===== src/sv/fshpd_pkg.sv =====
// Package for the four-step heterodyne phase decoder.
// Holds shared constants, the arctangent table and status codes; no dependencies.
package fshpd_pkg;

  localparam int unsigned DefaultFractionBits = 16;
  localparam int unsigned CordicSteps = 28;
  localparam int unsigned CordicPreshift = 20;
  localparam int unsigned CordicWidth = 32;
  localparam logic [7:0] ThresholdReset = 8'd10;
  localparam logic [15:0] OutFullScale = 16'd65280;

  typedef enum logic [1:0] {
    STATUS_DECODED = 2'd0,
    STATUS_SHADOW  = 2'd1,
    STATUS_FLAT    = 2'd2
  } status_t;

  typedef struct packed {
    logic    valid;
    status_t status;
  } ctrl_t;

  function automatic logic [31:0] atan_turn(input logic [4:0] i);
    logic [31:0] r;
    unique case (i)
      5'd0: r = 32'd536870912;  5'd1: r = 32'd316933406;
      5'd2: r = 32'd167458907;  5'd3: r = 32'd85004756;
      5'd4: r = 32'd42667331;   5'd5: r = 32'd21354465;
      5'd6: r = 32'd10679838;   5'd7: r = 32'd5340245;
      5'd8: r = 32'd2670163;    5'd9: r = 32'd1335087;
      5'd10: r = 32'd667544;    5'd11: r = 32'd333772;
      5'd12: r = 32'd166886;    5'd13: r = 32'd83443;
      5'd14: r = 32'd41721;     5'd15: r = 32'd20860;
      5'd16: r = 32'd10430;     5'd17: r = 32'd5215;
      5'd18: r = 32'd2607;      5'd19: r = 32'd1303;
      5'd20: r = 32'd651;       5'd21: r = 32'd325;
      5'd22: r = 32'd162;       5'd23: r = 32'd81;
      5'd24: r = 32'd40;        5'd25: r = 32'd20;
      5'd26: r = 32'd10;        5'd27: r = 32'd5;
      default: r = 32'd0;
    endcase
    return r;
  endfunction

endpackage


===== src/sv/fshpd_merge.sv =====
// Merging stage: heterodyne unwrapping of three lane phases and output scaling.
// Depends on fshpd_pkg; three registered stages.
module fshpd_merge #(
  parameter int unsigned FRAC_BITS = fshpd_pkg::DefaultFractionBits
) (
  input  logic                 clk,
  input  logic                 en,
  input  fshpd_pkg::ctrl_t     ctrl_in,
  input  logic [FRAC_BITS-1:0] p1,
  input  logic [FRAC_BITS-1:0] p2,
  input  logic [FRAC_BITS-1:0] p3,
  output fshpd_pkg::ctrl_t     ctrl_out,
  output logic [15:0]          phase_out
);
  import fshpd_pkg::*;

  localparam int unsigned PW = FRAC_BITS + 1;
  localparam int unsigned MW = PW + 16;

  ctrl_t c1, c2;
  logic [PW-1:0] p12, p23, p123;
  logic [MW-1:0] prod;

  function automatic logic [PW-1:0] hetero(input logic [PW-1:0] m, input logic [PW-1:0] s);
    logic [PW-1:0] r;
    r = m - s;
    if (m <= s) begin
      r = r + (PW'(1) << FRAC_BITS);
    end
    return r;
  endfunction

  always_ff @(posedge clk) begin
    if (en) begin
      c1 <= ctrl_in;
      p12 <= hetero({1'b0, p1}, {1'b0, p2});
      p23 <= hetero({1'b0, p2}, {1'b0, p3});
      c2 <= c1;
      p123 <= hetero(p12, p23);
      ctrl_out <= c2;
      prod <= MW'(p123) * MW'(OutFullScale) + (MW'(1) << (FRAC_BITS - 1));
    end
  end

  always_comb begin
    phase_out = (ctrl_out.status == STATUS_DECODED) ? prod[FRAC_BITS +: 16] : 16'd0;
  end
endmodule

===== config.mk =====
export PLATFORM = sky130hd
export DESIGN_NAME = fshpd_merge
export DESIGN_NICKNAME = d
export VERILOG_FILES = /design/src/sv/fshpd_pkg.sv /design/src/sv/fshpd_merge.sv
export SDC_FILE = /design/constraint.sdc
export NUM_CORES = 1
export LEC_CHECK = 0
export ABC_CLOCK_PERIOD_IN_PS = 5600
export BUFFER_PORTS_ARGS = -buffer_cell sky130_fd_sc_hd__buf_2
export CAP_MARGIN = 30
export CORE_UTILIZATION = 40
export CTS_CLUSTER_SIZE = 20
export DETAILED_ROUTE_END_ITERATION = 7
export GPL_TIMING_DRIVEN = 0
export PLACE_DENSITY = 0.62
export SYNTH_ARGS = -nofsm -noshare
export SYNTH_HDL_FRONTEND = slang
export SYNTH_SLANG_ARGS = --single-unit

===== constraint.sdc =====
create_clock -name clk -period 5.6 [get_ports clk]
set_input_delay 0.28 -clock clk [delete_from_list [all_inputs] [get_ports clk]]
set_output_delay 0.28 -clock clk [all_outputs]
set_load 0.005 [all_outputs]

=== After elaboration in Yosys (flattened, before gate mapping) ===
Index checks and enable logic that the tools add are counted.
W data, S select, Z words.

* Output and inout port bits: 19
* Input port bits: 53
* Logic and storage cells: 26
* Flip-flop bits (word level): 92

* Add/subtract/negate cells: 7
* Mux-type cells: 4
* Reduce and logical (&&, ||, !) cells: 1
* $lt $le $gt $ge: 3
* $mul: 1

{| class="wikitable"
|+ Operators by type and width
! cell !! number
|-
| $add A17 B17 Y17 const B || 3
|-
| $mux W17 || 3
|-
| $sub A16 B16 Y17 || 2
|-
| $add A32 B16 Y32 const B || 1
|-
| $le A16 B16 Y1 || 2
|-
| $mul A17 B8 Y24 const B || 1
|-
| $le A17 B17 Y1 || 1
|-
| $sub A17 B17 Y17 || 1
|-
| $mux W16 || 1
|-
| $logic_not A2 Y1 || 1
|}

=== Depth between registers and ports, before layout ===
Gate-level depths: netlist of run 1.

* Depth after elaboration: 3
* Gate-level depth with buffers: 19
* Depth with buffers taken out: 19

=== Least setup slack after synthesis of run 1 ===
No wires, ideal clock.

* Path type: reg2reg
* Start: register p123[6]
* End: register prod[28] (data pin)
* Path buffers: 0
* Slack: -0.010 ns
* Arrival time: 5.351 ns
* Cell stages (with the launch flop): 19
* Clock period less this slack: 5.610 ns
* Path through: edfxtp_1 > inv_1 > fa_1 > fa_1 > inv_1 > fa_1 > inv_1 > fa_1 > inv_1 > ha_1 > a211o_1 > a31o_1 > a31oi_1 > xnor2_2 > nand4_2 > or4_4 > or4_1 > nand3_1 > xor2_1

* Longest elaborated chain between the ends: 2

{| class="wikitable"
|+ Ends and longest elaborated chain
! what !! line !! source
|-
| start, declared || fshpd_merge.sv:21 || <nowiki>logic [PW-1:0] p12, p23, p123;</nowiki>
|-
| start signal, assigned || fshpd_merge.sv:39 || <nowiki>p123 <= hetero(p12, p23);</nowiki>
|-
| $mul A17 B8 Y24 || fshpd_merge.sv:41 || <nowiki>prod <= MW'(p123) * MW'(OutFullScale) + (MW'(1) << (FRAC_BITS - 1));</nowiki>
|-
| $add A32 B16 Y32 || fshpd_merge.sv:41 ||
|-
| end signal, assigned || fshpd_merge.sv:41 ||
|-
| end, declared || fshpd_merge.sv:22 || <nowiki>logic [MW-1:0] prod;</nowiki>
|}

No other way between the ends.
A chain may end at the register's enable or synchronous reset.

=== Final worst setup path of run 1 ===
* Start: register p123[8]
* End: register prod[28] (data pin)

The elaborated chain is that of the path after synthesis.

==> qor.csv, run 1 <==
metric,value,unit
status,"finished, final reports clean",
slew_headroom,0.660,
rsz0062_at_grt,yes,
dr.pass1.iters,4,
port_buffers,71,
timing.final.max_slew_violations,0,
antenna_cells,0,
drtAntennaViolNets,0,
reg2regPathDepth,19,
period_share,0.993,
cap_violations,0,
num_rows,52,
core_area,20500,um2
wirelength,15.6,mm
via_count,6026,
fmax,0.180,GHz
critical_path_class,reg2reg,
fillerInstances,1878,
crit_path_max_fanout,4,
avgSynthCellArea,9.68,um2
final_nets,1223,
worstPathRequired,5.70,ns
ios,72,
gp_congestion,0.786,
clk_latency,0.35,ns
synth_nets,1094,
setup_viol,0,
multi_input_area,5650,um2
drc,0,
cts_inserted_buffers,9,
hp-class,in2reg,
grt_antenna_before_repair,0,
drtIter0Drc,168,
path_clk_slew,0.07,ns
fin_crit,5.56,ns
grt_pass1_vias,5871,
worst_slew_pin_slew,0.505,ns
seqCellArea,2280,um2
clock_skew,0.00671,ns
drive_above_1_share,0.205,
chipWidth,147,um
cts_tree,yes,
dpl_worst_slack,-0.338,ns
final_common_cell,inv_1,
async_flop_share,0,
synthDistinctLibCells,69,
layout.cells.most_common_list,"186 x inv_1, 80 x ha_1, 76 x edfxtp_1",
ys_seq_area_frac,0.270,
ys_ff_latch,76,
syn_to_final_growth,19.7,%
worst_setup_path_start_kind,flip-flop,
ys.warnings.count,0,
synth_edf_count,76,
start_util,0.413,
stdcell_count,1279,
cts-root-buf,clkbuf_16,
wire_per_inst,12.2,um
cp.arrival,5.66,ns
syn_inst,875,
htreeDepth,3,
via_per_inst,4.71,
whs_path_depth,1,
fin_util,0.494,
hold_violations,0,
synth-main-ff-cell,edfxtp_1,
cts.sinks,76,
grt_util_all_layers,0.149,
fin_setup_tns,0,ns
grt-ovfl-total,0,
detailedPlacementHpwl,12.3,mm
setup_ws,0.0417,ns
die_area,21800,um2
grt_max_degree,76,
dpl.cell_count,1217,
end_kind,flip-flop,
die_h,147,um
r2r_slack,0.04,ns
netlist_area,8470,um2
cts_buffer_depth,2,
grt_pass1_wl,25.9,mm
flip-flops by register name, summed over array words and instances, names as in the netlist:
name,cells
p123,17
p12,17
p23,17
prod,16
c1,3
c2,3
ctrl_out,3
metrics by stage:
stage	area, um2	hold WS [ns]
finish	10100	0.112
global route	10100	0.103
CTS	9720	0.0975
detailed placement	9200	0.405
global placement	9170	0.401
floorplan	8470	0.379
path summary, 6_finish.rpt:
path	endpoint	from
setup / recovery	prod[28]$_DFFE_PP_	p123[8]$_DFFE_PP_
hold / removal	c1[2]$_DFFE_PP_	ctrl_in[2]
setup reg to reg	prod[28]$_DFFE_PP_	p123[8]$_DFFE_PP_
hold reg to reg	c2[2]$_DFFE_PP_	c1[2]$_DFFE_PP_
critical path, cell delays in order (launching register included):
cell	delay (ns)
edfxtp_1	0.40
buf_6	0.14
buf_4	0.13
fa_2	0.56
fa_1	0.44
fa_1	0.49
inv_1	0.05
fa_1	0.52
inv_1	0.04
ha_1	0.29
buf_6	0.13
a21o_4	0.21
buf_4	0.14
buf_4	0.13
a21oi_1	0.23
nand3_2	0.12
or4_4	0.60
or4_4	0.54
nand3_2	0.09
xor2_1	0.05
layout make-up:
cell class	count	area share
Tap cell	270	0.0333
Clock inverter	7	0.00741
Inverter	199	0.0742
Sequential cell	76	0.225
Clock buffer	9	0.0222
Buffer	7	0.00531
Multi-Input combinational cell	592	0.558
Timing Repair Buffer	119	0.0747
layer usage:
| layer | track usage | routed length, um | vias to the layer above |
|---|---|---|---|
| met2 | 0.269 | 7870 | 101 |
| met5 | 0 | 0 | - |
| met3 | 0.0198 | 422 | 10 |
| li1 | - | - | 3194 |
| met1 | 0.182 | 7110 | 2721 |
| met4 | 0.0479 | 197 | 0 |
cells by family (layout without fill, tap and decap cells):
| logic type | after synthesis | count (layout) | share of synthesized area |
|---|---|---|---|
| compound gates | 144 | 144 | 0.118 |
| xor+xnor | 62 | 62 | 0.0659 |
| fa+ha+maj | 167 | 167 | 0.315 |
| buf+inv | 207 | 341 | 0.0932 |
| flops | 76 | 76 | 0.270 |
| simple gates | 219 | 219 | 0.138 |
cells in the mapped netlist, types with 3 or more instances:
library cell | count | area (um2)
or4_1 | 4 | 30.0
a21boi_0 | 10 | 75.1
fa_1 | 77 | 1540
a21o_1 | 20 | 150
or3_1 | 3 | 18.8
o41ai_1 | 4 | 35.0
nand3_1 | 23 | 115
o2111ai_1 | 5 | 43.8
nor4_1 | 7 | 43.8
o21a_1 | 7 | 52.6
a31oi_1 | 10 | 62.6
nor3_1 | 13 | 65.1
nand2_1 | 31 | 116
nand4_1 | 13 | 81.3
inv_1 | 199 | 747
edfxtp_1 | 76 | 2280
buf_2 | 3 | 15.0
nand2b_1 | 9 | 56.3
nor2b_1 | 12 | 75.1
and4_1 | 5 | 43.8
xor2_1 | 16 | 140
xnor2_1 | 44 | 385
o21ai_0 | 30 | 150
a211oi_1 | 3 | 22.5
nor2_1 | 56 | 210
clkbuf_1 | 3 | 11.3
ha_1 | 89 | 1110
and3_1 | 3 | 18.8
and2_1 | 24 | 150
a21oi_1 | 29 | 145
what timing repair did:
| action | in CTS | in global routing |
|---|---|---|
| gates resized for setup | 23 | 54 |
| setup buffers | 20 | 27 |
| hold buffers | 0 | 0 |
| gates cloned | 0 | 0 |
| setup endpoints to repair | 4 | 5 |
| pin swaps | 11 | 44 |
Power of run 1 is not shown: default switching activity piles up to over one toggle a cycle in this logic, so the estimate is an artifact.
==> run 2: changes to the inputs <==
Settings changed: REMOVE_ABC_BUFFERS from default to 1.
==> qor.csv, run 2 (synthesis results as in run 1) <==
metric,value,unit,change
status,"finished, final reports clean",,
worstPathCellList,buf_4 > fa_1 > inv_1 > fa_1 > inv_1 > fa_1 > inv_1 > fa_1 > inv_1 > ha_4 > a21o_1 > a2111oi_4 > o221ai_2 > nand3_2 > nand2_4 > or4_4 > or4_4 > nand3_2 > xor2_1,,
grt_antenna_before_repair,0,,unchanged
die_h,147,um,unchanged
cp.buffers_inverters,5,,-2
wire_per_inst,12.2,um,about the same
cts.sinks,76,,unchanged
worst_setup_path_start_kind,flip-flop,,
cap_violations,0,,unchanged
syn_to_final_growth,16.8,%,
setup_ws,0.111,ns,+0.0698 ns
cpPeakStageDelay,0.57,ns,-0.03 ns
worstPathRequired,5.69,ns,about the same
end_kind,flip-flop,,
cp.arrival,5.58,ns,-0.08 ns
dpl_worst_slack,-0.436,ns,-0.0985 ns
num_rows,52,,unchanged
cts_buffer_depth,2,,unchanged
drtAntennaViolNets,0,,unchanged
drive_above_1_share,0.174,,-0.0310
rsz0062_at_grt,yes,,
dpl_cell_area,9150,um2,-0.53%
grt-ovfl-total,0,,unchanged
grt_max_degree,76,,unchanged
grt_pass1_vias,5822,,-0.83%
drc,0,,unchanged
clock_skew,0.00777,ns,+0.00106 ns
die_area,21800,um2,unchanged
critical-path-slowest-cell,or4_4,,
via_count,5992,,-0.56%
antenna_cells,0,,unchanged
critical_path_class,reg2reg,,
drtIter0Drc,162,,-3.6%
crit_path_max_fanout,7,,+3
whs,0.103,ns,-0.00902 ns
start_util,0.413,,unchanged
gp_congestion,0.808,,+2.7%
slew_headroom,0.557,,-0.104
clk_latency,0.35,ns,about the same
chipWidth,147,um,unchanged
core_area,20500,um2,unchanged
hp-class,in2reg,,
seqCellArea,2280,um2,unchanged
period_share,0.980,,-0.0125
fillerInstances,1929,,+2.7%
htreeDepth,3,,unchanged
wirelength,15.3,mm,-2.2%
worst_slew_pin_slew,0.663,ns,+0.158 ns
ios,72,,unchanged
cts_hold_buf,0,,unchanged
layout.cells.most_common_list,"194 x inv_1, 80 x ha_1, 76 x edfxtp_1",,
port_buffers,71,,unchanged
timing.final.max_slew_violations,0,,unchanged
final_nets,1196,,-2.2%
detailedPlacementHpwl,12.4,mm,+0.46%
setup_viol,0,,unchanged
top_regs,"p123: 17 flops, p12: 17 flops, p23: 17 flops",,
cts-root-buf,clkbuf_16,,
hold_violations,0,,unchanged
finalInstanceArea,9890,um2,-2.4%
dr.pass1.iters,4,,unchanged
path_delay_family,adder cells,,
fmax,0.182,GHz,+1.3%
cts_tree,yes,,
multi_input_area,5600,um2,-0.82%
grt_pass1_wl,25.7,mm,-0.83%
path_clk_slew,0.06,ns,about the same
cts_inserted_buffers,9,,unchanged
via_per_inst,4.79,,+1.6%
fin_crit,5.49,ns,-0.0698 ns
grt_util_all_layers,0.146,,-0.00290
final_common_cell,inv_1,,
[run 2: changes by cell type in the layout (fill, tap and decap cells not counted), moves of 7 or more]
cell   delta
buf_4    -15
inv_1     +8
inv_2     -8
buf_6     -7
[run 2: final cells by class]
cell class	instances	share of cell area
Clock buffer	10	0.0232
Clock inverter	6	0.00962
Inverter	199	0.0760
Multi-Input combinational cell	592	0.567
Sequential cell	76	0.231
Tap cell	270	0.0342
Timing Repair Buffer	99	0.0595
[run 2: worst paths after layout]
path	from	end	slack, ns	depth (start not counted)
hold / removal	ctrl_in[2]	c1[2]$_DFFE_PP_	0.10	1
setup reg to reg	p123[7]$_DFFE_PP_	prod[28]$_DFFE_PP_	0.11	19
setup / recovery	p123[7]$_DFFE_PP_	prod[28]$_DFFE_PP_	0.11	19
hold reg to reg	c1[0]$_DFFE_PP_	c2[0]$_DFFE_PP_	0.42	0
[run 2: per-stage QoR]
step	TNS, ns	cells	util
finish	0	1252	0.482
global route	-0.229	1252	0.482
CTS	0	1243	0.473
detailed placement	-1.32	1209	0.446
global placement	-1.02	1208	0.445
floorplan	-0.0103	867	-
[run 2: repair_timing]
| action | 4_1_cts | 5_1_grt |
|---|---|---|
| pin swaps | 10 | 14 |
| setup buffers | 18 | 9 |
| gates resized for setup | 26 | 23 |
| endpoints found under the setup margin | 8 | 7 |
[run 2: layer usage]
layer	routed length (um)	part of all wire	global-route usage
met5	0	0	0
met4	192	0.013	0.0387
met3	388	0.025	0.0253
met2	7520	0.49	0.257
met1	7160	0.47	0.183
Power of run 2 is left out for the same reason.
==> run 3: changes to the inputs <==
Settings changed: ABC_CLOCK_PERIOD_IN_PS 5600 to default, PLACE_DENSITY 0.62 to 0.64.
==> qor.csv, run 3 (synthesis results as in run 1) <==
metric,value,unit,change
status,"finished, final reports clean",,
grt-ovfl-total,0,,unchanged
cts_inserted_buffers,9,,unchanged
setup_ws,0.0985,ns,-0.0130 ns
final_nets,1217,,+1.8%
critical_path_class,reg2reg,,
path_clk_slew,0.07,ns,about the same
drive_above_1_share,0.217,,+0.0432
gp_congestion,0.796,,-1.5%
cts.sinks,76,,unchanged
timing.final.max_slew_violations,0,,unchanged
setup_viol,0,,unchanged
grt_max_degree,77,,+1.3%
drtAntennaViolNets,0,,unchanged
fin_crit,5.50,ns,+0.0130 ns
final_common_cell,inv_1,,
dpl_worst_slack,-0.413,ns,+0.0232 ns
r2r_slack,0.1,ns,about the same
clock_skew,0.00854,ns,+0.000767 ns
worst_setup_path_start_kind,flip-flop,,
ios,72,,unchanged
fillerInstances,1892,,-1.9%
via_count,6138,,+2.4%
num_rows,52,,unchanged
via_per_inst,4.82,,+0.75%
core_area,20500,um2,unchanged
start_util,0.413,,unchanged
r2r_start,p123[8]$_DFFE_PP_,,
grt_pass1_vias,5970,,+2.5%
fin_setup_tns,0,ns,unchanged
cts_tree,yes,,
layout.cells.most_common_list,"180 x inv_1, 76 x ha_1, 76 x edfxtp_1",,
dr.pass1.iters,5,,+1
chipWidth,147,um,unchanged
syn_to_final_growth,19.8,%,
end_kind,flip-flop,,
cts_buffer_depth,2,,unchanged
worstPathRequired,5.69,ns,about the same
grt_pass1_wl,27.0,mm,+4.9%
hp-class,in2reg,,
crit-reg2reg-capture,prod[28]$_DFFE_PP_,,
period_share,0.982,,+0.00231
rsz0062_at_grt,yes,,
startpoint,p123[8]$_DFFE_PP_,,
worst_slew_pin_slew,0.646,ns,-0.0161 ns
fmax,0.182,GHz,-0.24%
cap_violations,0,,unchanged
detailedPlacementHpwl,12.5,mm,+0.80%
reg2regPathDepth,19,,unchanged
htreeDepth,3,,unchanged
port_buffers,71,,unchanged
cp_common_cell,fa_1,,
die_area,21800,um2,unchanged
critical-path-slowest-cell,or4_4,,
grt_antenna_before_repair,0,,unchanged
wire_per_inst,12.8,um,+4.6%
top_regs,"p123: 17 flops, p12: 17 flops, p23: 17 flops",,
cts_hold_buf,0,,unchanged
worstPathCellList,buf_4 > fa_1 > inv_1 > fa_1 > inv_2 > fa_1 > inv_1 > fa_1 > inv_2 > ha_4 > a21o_1 > a2111oi_4 > o221ai_2 > nand3_2 > nand2_4 > or4_4 > or4_4 > nand3_2 > xor2_1,,
whs_path_depth,1,,unchanged
cts-root-buf,clkbuf_16,,
clk_latency,0.34,ns,about the same
endpoint,prod[28]$_DFFE_PP_,,
multi_input_area,5690,um2,+1.6%
cpPeakStageDelay,0.58,ns,about the same
crit_path_max_fanout,5,,-2
hold_violations,0,,unchanged
grt_util_all_layers,0.154,,+0.00781
cp.arrival,5.59,ns,about the same
die_h,147,um,unchanged
slew_headroom,0.567,,+0.0108
fin_util,0.495,,+0.0126
wirelength,16.2,mm,+6.4%
drc,0,,unchanged
antenna_cells,0,,unchanged
seqCellArea,2280,um2,unchanged
drtIter0Drc,198,,+22%
[run 3: changes by cell type in the layout (fill, tap and decap cells not counted), moves of 2 or more]
cell     previous run  this run
nor4_1              5         7
buf_6               0         4
o21ai_2             1         3
fa_2                4         8
inv_2               3        18
inv_1             194       180
buf_4              28        45
and3_4              0         2
nor3_2              2         0
fa_1               73        69
ha_1               80        76
ha_2                2         5
[run 3: stage by stage]
stage	hold slack (ns)	instances	cell area, um2
6_report	0.112	1273	10100
5_1_grt	0.102	1273	10100
4_1_cts	0.0998	1246	9730
3_5_place_dp	0.406	1209	9150
3_3_place_gp	0.400	1208	9120
2_1_floorplan	0.379	867	8420
[run 3: layout make-up]
type / instances / area share
clock buffer: 9 / 0.0222
clock inverter: 7 / 0.00962
inverter: 199 / 0.0739
multi-input combinational: 592 / 0.561
sequential: 76 / 0.225
tap: 270 / 0.0333
timing repair buffer: 120 / 0.0750
[run 3: per-layer routing]
layer,global-route usage,routed length (um)
met1,0.190,7360
met2,0.277,8160
met3,0.0179,411
met4,0.0500,303
met5,0,0
[run 3: repair_timing]
item / CTS / global route
resized for setup: 25 / 62
cloned: 0 / 0
pin swaps: 7 / 48
setup endpoints to repair: 7 / 4
hold endpoints to repair: 0 / 0
buffers inserted: 21 / 27
[run 3: worst max-delay path, delay by kind of cell (launching register included)]
kind	cells	cell delay (ns)
adder cells (fa/ha/maj)	5	2.28
AND/OR/NAND/NOR	5	1.30
AO/OA/AOI/OAI	3	0.73
flip-flops	1	0.49
buffers and inverters	5	0.38
XOR/XNOR	1	0.06
[run 3: how the worst min path moves through the flow]
stage / start / endpoint / slack, ns
floorplan: ctrl_in[0] / c1[0]$_DFFE_PP_ / 0.38
global placement: c1[2]$_DFFE_PP_ / c2[2]$_DFFE_PP_ / 0.40
detailed placement: c1[2]$_DFFE_PP_ / c2[2]$_DFFE_PP_ / 0.41
CTS: ctrl_in[1] / c1[1]$_DFFE_PP_ / 0.1
global route: ctrl_in[2] / c1[2]$_DFFE_PP_ / 0.10
finish: ctrl_in[2] / c1[2]$_DFFE_PP_ / 0.11
Power of run 3 is left out for the same reason.
